===== src/rtl/core/hgrs_pkg.sv =====
// Package for the HTTP GET request scanner: result type, codes and
// constants, and the keyword character tables. No dependencies.
package hgrs_pkg;

  localparam int unsigned MAX_LINE      = 4096;
  localparam int unsigned LINE_CNT_W    = $clog2(MAX_LINE + 2);
  localparam int unsigned URI_MAX_CHARS = 1023;
  localparam int unsigned SHORT_CAP     = 15;
  localparam int unsigned CNT_W         = $clog2(URI_MAX_CHARS + 1);

  localparam logic [LINE_CNT_W-1:0] LINE_LIMIT = LINE_CNT_W'(MAX_LINE + 1);
  localparam logic [CNT_W-1:0]      URI_CAP    = CNT_W'(URI_MAX_CHARS);
  localparam logic [CNT_W-1:0]      SHORT_TCAP = CNT_W'(SHORT_CAP);

  localparam logic [1:0] TAG_NONE    = 2'd0;
  localparam logic [1:0] TAG_METHOD  = 2'd1;
  localparam logic [1:0] TAG_URI     = 2'd2;
  localparam logic [1:0] TAG_VERSION = 2'd3;

  localparam logic [1:0] VERDICT_OK          = 2'd0;
  localparam logic [1:0] VERDICT_BAD         = 2'd1;
  localparam logic [1:0] VERDICT_NOT_ALLOWED = 2'd2;

  localparam logic [2:0] METHOD_FULL = 3'd3;
  localparam logic [2:0] METHOD_FAIL = 3'd4;
  localparam logic [3:0] HDR_LAST    = 4'd10;
  localparam logic [3:0] VAL_DONE    = 4'd10;
  localparam logic [3:0] VAL_LAST    = 4'd9;
  localparam logic [3:0] VALUE_FAIL  = 4'd15;

  localparam logic [7:0] CH_TAB = 8'h09;
  localparam logic [7:0] CH_LF  = 8'h0a;
  localparam logic [7:0] CH_CR  = 8'h0d;
  localparam logic [7:0] CH_SP  = 8'h20;

  typedef struct packed {
    logic [7:0] byte_out;
    logic [1:0] token_tag;
    logic       token_first;
    logic       request_done;
    logic [1:0] verdict;
    logic       persistent;
  } result_t;

  function automatic logic [7:0] get_char(input logic [1:0] pos);
    case (pos)
      2'd0:    get_char = "G";
      2'd1:    get_char = "E";
      2'd2:    get_char = "T";
      default: get_char = 8'h00;
    endcase
  endfunction

  function automatic logic [7:0] conn_char(input logic [3:0] pos);
    case (pos)
      4'd0:    conn_char = "C";
      4'd1:    conn_char = "o";
      4'd2:    conn_char = "n";
      4'd3:    conn_char = "n";
      4'd4:    conn_char = "e";
      4'd5:    conn_char = "c";
      4'd6:    conn_char = "t";
      4'd7:    conn_char = "i";
      4'd8:    conn_char = "o";
      4'd9:    conn_char = "n";
      4'd10:   conn_char = ":";
      default: conn_char = 8'h00;
    endcase
  endfunction

  function automatic logic [7:0] ka_char(input logic [3:0] pos);
    case (pos)
      4'd0:    ka_char = "k";
      4'd1:    ka_char = "e";
      4'd2:    ka_char = "e";
      4'd3:    ka_char = "p";
      4'd4:    ka_char = "-";
      4'd5:    ka_char = "a";
      4'd6:    ka_char = "l";
      4'd7:    ka_char = "i";
      4'd8:    ka_char = "v";
      4'd9:    ka_char = "e";
      default: ka_char = 8'h00;
    endcase
  endfunction

endpackage


===== src/rtl/core/http_get_request_scanner.sv =====
// HTTP GET request scanner, one request byte in and one tagged result out per
// cycle while out_ready is high. Each byte goes through an input register, then
// the scanner logic, then an output register; with out_ready held high it takes
// one byte every cycle. The final byte's result carries the verdict and
// keep-alive flag, and the scanner then starts fresh for the next request.
// Depends on hgrs_pkg and hgrs_scan.
module http_get_request_scanner (
  input  logic       clk,
  input  logic       rst,
  input  logic       in_valid,
  output logic       in_ready,
  input  logic [7:0] data_byte,
  input  logic       last_byte,
  output logic       out_valid,
  input  logic       out_ready,
  output logic [7:0] byte_out,
  output logic [1:0] token_tag,
  output logic       token_first,
  output logic       request_done,
  output logic [1:0] verdict,
  output logic       persistent
);
  import hgrs_pkg::*;

  logic       s1_valid;
  logic [7:0] s1_data;
  logic       s1_last;
  logic       advance;
  result_t    scan_result;
  result_t    out_reg;

  assign advance  = s1_valid && (!out_valid || out_ready);
  assign in_ready = !s1_valid || advance;

  hgrs_scan u_scan (
    .clk       (clk),
    .rst       (rst),
    .advance   (advance),
    .data_byte (s1_data),
    .last_byte (s1_last),
    .result    (scan_result)
  );

  always_ff @(posedge clk) begin
    if (rst) begin
      s1_valid <= 1'b0;
    end else if (in_ready) begin
      s1_valid <= in_valid;
    end
    if (in_valid && in_ready) begin
      s1_data <= data_byte;
      s1_last <= last_byte;
    end
  end

  always_ff @(posedge clk) begin
    if (rst) begin
      out_valid <= 1'b0;
    end else if (advance) begin
      out_valid <= 1'b1;
    end else if (out_ready) begin
      out_valid <= 1'b0;
    end
    if (advance) begin
      out_reg <= scan_result;
    end
  end

  assign byte_out     = out_reg.byte_out;
  assign token_tag    = out_reg.token_tag;
  assign token_first  = out_reg.token_first;
  assign request_done = out_reg.request_done;
  assign verdict      = out_reg.verdict;
  assign persistent   = out_reg.persistent;

  a_hold_stage: assert property (@(posedge clk) disable iff (rst)
    s1_valid && !advance |=> s1_valid && $stable(s1_data) && $stable(s1_last))
    else $error("input stage lost a request while stalled");

  a_block_full: assert property (@(posedge clk) disable iff (rst)
    s1_valid && out_valid && !out_ready |-> !in_ready)
    else $error("request taken while both stages are full and stalled");

  a_verdict_done: assert property (@(posedge clk) disable iff (rst)
    out_valid && !request_done |-> verdict == VERDICT_OK && !persistent)
    else $error("verdict or keep-alive on a non-final byte");

  a_keep_ok: assert property (@(posedge clk) disable iff (rst)
    out_valid && persistent |-> verdict == VERDICT_OK)
    else $error("keep-alive without ok verdict");

  a_first_tagged: assert property (@(posedge clk) disable iff (rst)
    out_valid && token_first |-> token_tag != TAG_NONE)
    else $error("token start on an untagged byte");

endmodule


===== src/rtl/core/hgrs_scan.sv =====
// Per-byte scanner: tokenizer, GET match, header and keep-alive matchers,
// and the verdict. Depends on hgrs_pkg.
module hgrs_scan (
  input  logic              clk,
  input  logic              rst,
  input  logic              advance,
  input  logic [7:0]        data_byte,
  input  logic              last_byte,
  output hgrs_pkg::result_t result
);
  import hgrs_pkg::*;

  logic [LINE_CNT_W-1:0] line_length, line_length_next;
  logic                  line_ended, line_ended_next;
  logic                  previous_was_cr, previous_was_cr_next;
  logic                  text_ended_by_zero, text_ended_by_zero_next;
  logic [1:0]            token_index, token_index_next;
  logic                  inside_token, inside_token_next;
  logic [CNT_W-1:0]      token_char_count, token_char_count_next;
  logic [2:0]            method_match, method_match_next;
  logic [3:0]            header_match_position, header_match_position_next;
  logic                  header_found, header_found_next;
  logic [3:0]            value_match_position, value_match_position_next;
  logic                  value_matched, value_matched_next;

  logic             is_ws;
  logic             start;
  logic [CNT_W-1:0] cap;
  logic [7:0]       lc;
  logic [1:0]       tag;
  logic             first;
  logic [1:0]       verdict;

  assign is_ws = (data_byte == CH_SP) || (data_byte >= CH_TAB && data_byte <= CH_CR);
  assign lc    = (data_byte >= "A" && data_byte <= "Z") ? data_byte + 8'd32 : data_byte;
  assign cap   = (token_index == TAG_URI) ? URI_CAP : SHORT_TCAP;

  always_comb begin
    line_length_next           = line_length;
    line_ended_next            = line_ended;
    previous_was_cr_next       = previous_was_cr;
    text_ended_by_zero_next    = text_ended_by_zero || (data_byte == 8'h00);
    token_index_next           = token_index;
    inside_token_next          = inside_token;
    token_char_count_next      = token_char_count;
    method_match_next          = method_match;
    header_match_position_next = header_match_position;
    header_found_next          = header_found;
    value_match_position_next  = value_match_position;
    value_matched_next         = value_matched;
    start                      = 1'b0;
    tag                        = TAG_NONE;
    first                      = 1'b0;
    verdict                    = VERDICT_OK;

    if (!text_ended_by_zero_next) begin
      if (!header_found) begin
        if (data_byte == conn_char(header_match_position)) begin
          header_match_position_next = header_match_position + 4'd1;
          if (header_match_position == HDR_LAST) header_found_next = 1'b1;
        end else begin
          header_match_position_next = (data_byte == "C") ? 4'd1 : 4'd0;
        end
      end else if (value_match_position < VAL_DONE) begin
        if (!(value_match_position == 4'd0 && (data_byte == CH_SP || data_byte == CH_TAB)))
        begin
          if (lc == ka_char(value_match_position)) begin
            value_match_position_next = value_match_position + 4'd1;
            if (value_match_position == VAL_LAST) value_matched_next = 1'b1;
          end else begin
            value_match_position_next = VALUE_FAIL;
          end
        end
      end

      if (!line_ended) begin
        if (data_byte == CH_LF && previous_was_cr) begin
          line_ended_next = 1'b1;
        end else begin
          if (line_length < LINE_LIMIT) line_length_next = line_length + 1'b1;
          if (is_ws) begin
            inside_token_next = 1'b0;
          end else begin
            start = !inside_token || (token_index != 2'd0 && token_char_count >= cap);
            if (start) begin
              if (token_index < TAG_VERSION) begin
                token_index_next      = token_index + 2'd1;
                token_char_count_next = '0;
                inside_token_next     = 1'b1;
                first                 = 1'b1;
              end else begin
                inside_token_next = 1'b0;
              end
            end
            if (inside_token_next && token_index_next != TAG_NONE) begin
              tag = token_index_next;
              if (token_index_next == TAG_METHOD && method_match != METHOD_FAIL) begin
                if (token_char_count_next < CNT_W'(3) &&
                    data_byte == get_char(token_char_count_next[1:0]))
                  method_match_next = 3'(token_char_count_next) + 3'd1;
                else
                  method_match_next = METHOD_FAIL;
              end
              token_char_count_next = token_char_count_next + 1'b1;
            end
          end
        end
      end
      previous_was_cr_next = (data_byte == CH_CR);
    end

    if (last_byte) begin
      if (!line_ended_next || line_length_next >= LINE_LIMIT || token_index_next < TAG_VERSION)
        verdict = VERDICT_BAD;
      else if (method_match_next != METHOD_FULL)
        verdict = VERDICT_NOT_ALLOWED;
      else
        verdict = VERDICT_OK;
    end
  end

  always_comb begin
    result.byte_out     = data_byte;
    result.token_tag    = tag;
    result.token_first  = first;
    result.request_done = last_byte;
    result.verdict      = verdict;
    result.persistent   = last_byte && verdict == VERDICT_OK && value_matched_next;
  end

  always_ff @(posedge clk) begin
    if (rst || (advance && last_byte)) begin
      line_length           <= '0;
      line_ended            <= 1'b0;
      previous_was_cr       <= 1'b0;
      text_ended_by_zero    <= 1'b0;
      token_index           <= '0;
      inside_token          <= 1'b0;
      token_char_count      <= '0;
      method_match          <= '0;
      header_match_position <= '0;
      header_found          <= 1'b0;
      value_match_position  <= '0;
      value_matched         <= 1'b0;
    end else if (advance) begin
      line_length           <= line_length_next;
      line_ended            <= line_ended_next;
      previous_was_cr       <= previous_was_cr_next;
      text_ended_by_zero    <= text_ended_by_zero_next;
      token_index           <= token_index_next;
      inside_token          <= inside_token_next;
      token_char_count      <= token_char_count_next;
      method_match          <= method_match_next;
      header_match_position <= header_match_position_next;
      header_found          <= header_found_next;
      value_match_position  <= value_match_position_next;
      value_matched         <= value_matched_next;
    end
  end

endmodule

===== config.mk =====
export PLATFORM = sky130hd
export DESIGN_NAME = http_get_request_scanner
export DESIGN_NICKNAME = d
export VERILOG_FILES = /design/src/rtl/core/hgrs_pkg.sv /design/src/rtl/core/http_get_request_scanner.sv /design/src/rtl/core/hgrs_scan.sv
export SDC_FILE = /design/constraint.sdc
export NUM_CORES = 1
export LEC_CHECK = 0
export BUFFER_PORTS_ARGS = -buffer_cell sky130_fd_sc_hd__buf_2
export CORE_UTILIZATION = 55
export DETAILED_ROUTE_END_ITERATION = 8
export GPL_ROUTABILITY_DRIVEN = 1
export PLACE_DENSITY = 0.76
export SETUP_SLACK_MARGIN = 0.4
export SLEW_MARGIN = 20
export SYNTH_ARGS = -nofsm -noshare
export SYNTH_HDL_FRONTEND = slang
export SYNTH_SLANG_ARGS = --single-unit
export TNS_END_PERCENT = 30

===== constraint.sdc =====
create_clock -name clk -period 3.2 [get_ports clk]
set_input_delay 0.16 -clock clk [delete_from_list [all_inputs] [get_ports clk]]
set_output_delay 0.16 -clock clk [all_outputs]
set_load 0.01 [all_outputs]

==> results of run 1 <==
per-stage QoR:
| stage | area, um^2 | total power [mW] | setup WS [ns] | util [%] |
|---|---|---|---|---|
| global route | 5760 | 2.15 | 0.286 | 68.8 |
| finish | 5760 | 2.08 | 0.352 | 68.8 |
| global placement | 5160 | 1.35 | 0.277 | 61.6 |
| detailed placement | 5160 | 1.35 | 0.117 | 61.6 |
| floorplan | 4880 | 1.29 | 0.415 | - |
| CTS | 5590 | 2.06 | 0.360 | 66.7 |
Yosys cell counts (all sizes together) (14+ instances only):
library cell,number
a21oi,35
buf,14
edfxtp,24
dfxtp,58
a31oi,16
nand3,14
inv,15
ha,18
nor2,49
xnor2,18
o21ai,15
nor3,14
nand2,55
logic make-up after synthesis:
family	count (synthesis)	synth area share, %
buffers and inverters	40	4.47
muxes	5	1.03
DFF	82	38.7
adders and majority gates	18	4.63
AOI/OAI and AO/OA	130	19.8
xor gates and xnor gates	30	5.40
and+or+nand+nor	225	26.0
worst max path at each step:
| stage | start | endpoint | slack, ns | depth (start not counted) |
|---|---|---|---|---|
| 2_1_floorplan | s1_data[1] | flip-flop | 0.41 | 11 |
| 3_3_place_gp | s1_data[0] | verdict[1] | 0.28 | 8 |
| 3_5_place_dp | s1_data[3] | flip-flop | 0.12 | 10 |
| 4_1_cts | s1_data[4] | flip-flop | 0.36 | 12 |
| 5_1_grt | s1_data[5] | flip-flop | 0.29 | 11 |
| 6_report | s1_data[1] | flip-flop | 0.35 | 10 |
worst max-delay path, cell delays in order, from the launching register on:
cell and delay (ns):
edfxtp_1 0.46, or3_4 0.44, o221a_1 0.30, a211o_1 0.28, o21a_4 0.16, a31oi_4 0.21
inv_2 0.08, ha_4 0.15, or2b_4 0.23, o32a_1 0.32, or3b_1 0.15
final cells by class:
type                    instances  area, um^2  share of cell area, %
clock buffers                   9         124                   2.15
clock inverters                 7        51.3                  0.890
inverters                      16        61.3                   1.06
multi-input cells             408        2920                   50.6
flip-flops and latches         82        1880                   32.7
well taps                     105         131                   2.28
repair buffers                 83         596                   10.3
layer usage:
layer	wire (um)	share of wire [%]	track usage (%)	vias up
met2	5980	48	42.8	177
met1	5210	42	32.9	2150
met3	831	6.7	6.00	45
met4	328	2.7	10.2	0
li1	-	-	-	2120
met5	0	0	0	-
where the power goes:
part / switching, mW / internal, mW / total [mW] / leakage [nW]
Sequential: 0.0229 / 1.09 / 1.12 / 0.697
Combinational: 0.152 / 0.108 / 0.260 / 1.34
Clock: 0.417 / 0.287 / 0.704 / 0.0864
placed cells by master (no fill, tap or decap), types with 7 or more instances in the layout:
cell type,count
nand3_1,14
nor2_1,47
or2_2,8
o21ai_0,7
nand4b_1,7
nand2_1,53
clkbuf_8,9
or3_1,9
dfxtp_1,56
a21oi_1,33
buf_4,41
nand4_1,10
a31oi_1,14
dlygate4sd3_1,10
xor2_1,12
edfxtp_1,24
buf_2,29
nor4_1,8
nor3_1,8
inv_1,14
ha_1,16
xnor2_1,18
timing repair:
action / CTS / global route
hold buffers: 10 / 0
setup endpoints to repair: 4 / 11
setup buffers: 15 / 8
gates resized for setup: 10 / 22
pin swaps: 6 / 19
hold endpoints to repair: 10 / 0
==> flow_summary.ini, run 1 <==
[synthesis]
synth_top_area_cell = dfxtp_1
synth_top_area_share_pct = 23.9
synth_area_per_cell_um2 = 9.18
ys.flop_type = dfxtp_1
synth.distinct_cells = 86
synth-edff-count = 24
syn_inst = 530
ys_ff_latch = 82
netlist_area_um2 = 4860
ys_top_cells_by_area = dfxtp_1 24%, edfxtp_1 15%, ha_1 4.6%
async_flop_share_pct = 0
seq_area_frac_synth_pct = 38.7
syn_nets = 561
ys_warn_count = 0

[setup_path]
critPathArrivalTime_ns = 3.16
cp_max_fo = 4
reg2reg_slack_ns = 0.35
worstPathRequired_ns = 3.51
crit_type = flip-flop to flip-flop
reg2reg_depth = 10
critPathLaunchType = flip-flop
r2r-start = s1_data[1]
cp-end-kind = flip-flop

[layout]
n_fill_cell = 628
layout-drive-gt1-share_pct = 24.3
fin_nets = 631
syn_to_final_growth_pct = 18.5
n_antenna_cell = 0
instances_no_fill = 710

[detailed_routing]
first_pass_iters = 5
viasPerCell = 6.33
drc = 0
drt_iter0_markers = 244
wl_per_cell_um = 17.4
drtAntennaViolNets = 0
num_vias = 4492
wl_mm = 12.3

[place]
dpl.hpwl_mm = 8.08
place_congestion = 0.859
placed_cells = 661
port_buffers = 29

[run_status]
status = complete, no violations

[pwr]
p_leak_nw = 2.12
power_density_nw_per_um2 = 361
ir_drop_uv = 164

[timing]
hold_ws_ns = 0.0307
finClkSkew_ns = 0.0135
finalCritPeriodShare_pct = 89.0
hold_violations = 0
max_slew_margin_pct = 36.8
finalSetupViolCount = 0
tightest_slew_ns = 0.948
min_period_ns = 2.85
drv_slew = 0
max_freq_mhz = 351
rsz0062_at_grt = true
tns_ns = 0

[floorplan]
io_pins = 30
coreArea_um2 = 8380
fp.dieW_um = 96.0
initial_core_util_pct = 58.0
die_y_um = 96.0
num_rows = 33
die-area_um2 = 9220

[clock_tree]
cts.reportedPaths.clkPinSlew_ns = 0.09
cts_root_buffer = clkbuf_8
tritoncts = done
clock-sinks = 82
cts_buffers = 9
htree_levels = 3
clk_path_buf_depth = 2
clkLatencyLatePin_ns = 0.37

[global_route]
grt_usage_pct = 26.0
antenna_found_initial = 0
grt_remaining_overflow = 0
grt_pass1_vias = 3971
grt_pass1_wl_mm = 18.4
grt_start_max_net_pins = 27

[min_path]
min_from = in_valid
whs_endpoint = s1_valid
hold_depth = 3
hp-class = input port to flip-flop

[job]
maxCapViolations = 0
Power figures use the tool's default switching activity.
==> run 2, diff against run 1 <==
Settings changed: CORE_ASPECT_RATIO set to 1.75.
==> flow_summary.ini, run 2 (same netlist as run 1, synthesis figures left out) <==
[run_status]
status = complete, no violations

[clock_tree]
clkLatencyLatePin_ns = 0.35
tritoncts = done
clk_path_buf_depth = 2
clock-sinks = 82
cts.reportedPaths.clkPinSlew_ns = 0.07
htree_levels = 3
cts_root_buffer = clkbuf_16
cts_buffers = 9

[setup_path]
crit_start = s1_data[3]
reg2reg_depth = 10
cp_slowest_cell = or3_4
worstPathRequired_ns = 3.50
crit_family = compound AO/OA/AOI/OAI gates
cp_cell_sequence = or3_4 -> o221a_1 -> a211o_1 -> o21a_4 -> a31oi_4 -> inv_2 -> ha_2 -> or2b_4 -> o32a_1 -> or3b_1
cp_max_fo = 6
worst-path-stages = 10
r2r-start = s1_data[3]
critPathLaunchType = flip-flop
critPathArrivalTime_ns = 3.05
cp-end-kind = flip-flop
critPathBufInv = 1
crit_type = flip-flop to flip-flop
critPathMaxStageDelay_ns = 0.44

[min_path]
min_from = data_byte[4]
hold_depth = 1
hp-class = input port to flip-flop

[floorplan]
die-area_um2 = 9240
num_rows = 45
fp.dieW_um = 73.1
initial_core_util_pct = 56.5
die_y_um = 126
coreArea_um2 = 8610
io_pins = 30

[global_route]
grt_use_met3_pct = 3.57
busiest_layer = met2
met2_usage_pct = 49.3
grt_pass1_vias = 4044
grt_util_met1_pct = 29.2
antenna_found_initial = 0
grt_usage_pct = 27.1
grt_pass1_wl_mm = 19.2
grt_start_max_net_pins = 27
grt_remaining_overflow = 0

[detailed_routing]
wl_mm = 12.3
num_vias = 4346
viasPerCell = 6.13
drc = 0
drt_iter0_markers = 389
drtAntennaViolNets = 0
first_pass_iters = 5
wl_per_cell_um = 17.3

[pwr]
power_density_nw_per_um2 = 415
p_leak_nw = 2.12
ir_drop_uv = 306

[timing]
tightest_slew_ns = 0.984
max_freq_mhz = 364
finClkSkew_ns = 0.00788
hold_violations = 0
finalCritPeriodShare_pct = 85.9
min_period_ns = 2.75
max_slew_margin_pct = 34.4
tns_ns = 0
rsz0062_at_grt = true
finalSetupViolCount = 0
drv_slew = 0

[layout]
n_antenna_cell = 0
final_common_cell = dfxtp_1
syn_to_final_growth_pct = 18.4
layout_common_cells = 56 x dfxtp_1, 54 x nand2_1, 47 x nor2_1
fin_nets = 618
postLayoutCellArea_um2 = 5760
final_core_util_pct = 66.8
layout-drive-gt1-share_pct = 22.3

[place]
dpl.hpwl_mm = 8.62
dpl-instance-area_um2 = 5200
port_buffers = 29
place_congestion = 0.849

[job]
maxCapViolations = 0
[run 2: cell types whose count changed in the layout (fill, tap and decap cells not counted), sizes merged]
cell / previous run / this run
buf: 73 / 62
dlygate4sd3: 10 / 8
clkinvlp: 2 / 0
inv: 18 / 21
clkinv: 3 / 2
[run 2: per-layer routing]
layer,up-vias,wire length [um]
met5,-,0
met4,0,457
met3,35,435
met2,124,6770
met1,2096,4620
li1,2091,-
[run 2: cell type report]
type | count | area [um^2]
well taps | 117 | 146
fillers | 678 | 2860
clock buffers | 9 | 225
multi-input cells | 408 | 2880
inverters | 16 | 61.3
flip-flops and latches | 82 | 1880
clock inverters | 7 | 68.8
repair buffers | 70 | 488
[run 2: what timing repair did]
action,CTS,global route
setup buffers,2,7
cloned,0,0
endpoints found under the hold margin,8,0
setup endpoints to repair,5,18
hold buffers,8,0
pin swaps,1,8
resized for setup,3,25
[run 2: power breakdown]
| part | switching (mW) | internal (mW) |
|---|---|---|
| Combinational | 0.148 | 0.0957 |
| Clock | 0.479 | 0.552 |
| Sequential | 0.0221 | 1.10 |
| Total | 0.649 | 1.74 |
[run 2: worst paths after layout]
| path | slack [ns] | end |
|---|---|---|
| max reg2reg | 0.45 | flip-flop |
| max | 0.45 | flip-flop |
| min | 0.01 | s1_data[4] |
| min reg2reg | 0.47 | u_scan.previous_was_cr |
[run 2: through the flow]
step | power, mW | std cells | hold WS, ns | setup slack (ns)
after global routing | 2.46 | 709 | 0.0143 | 0.324
after detailed placement | 1.36 | 676 | 0.340 | 0.283
after global placement | 1.35 | 676 | 0.337 | 0.358
final | 2.39 | 709 | 0.0131 | 0.450
after floorplan | 1.29 | 530 | 0.232 | 0.415
after CTS | 2.38 | 702 | 0.00788 | 0.366
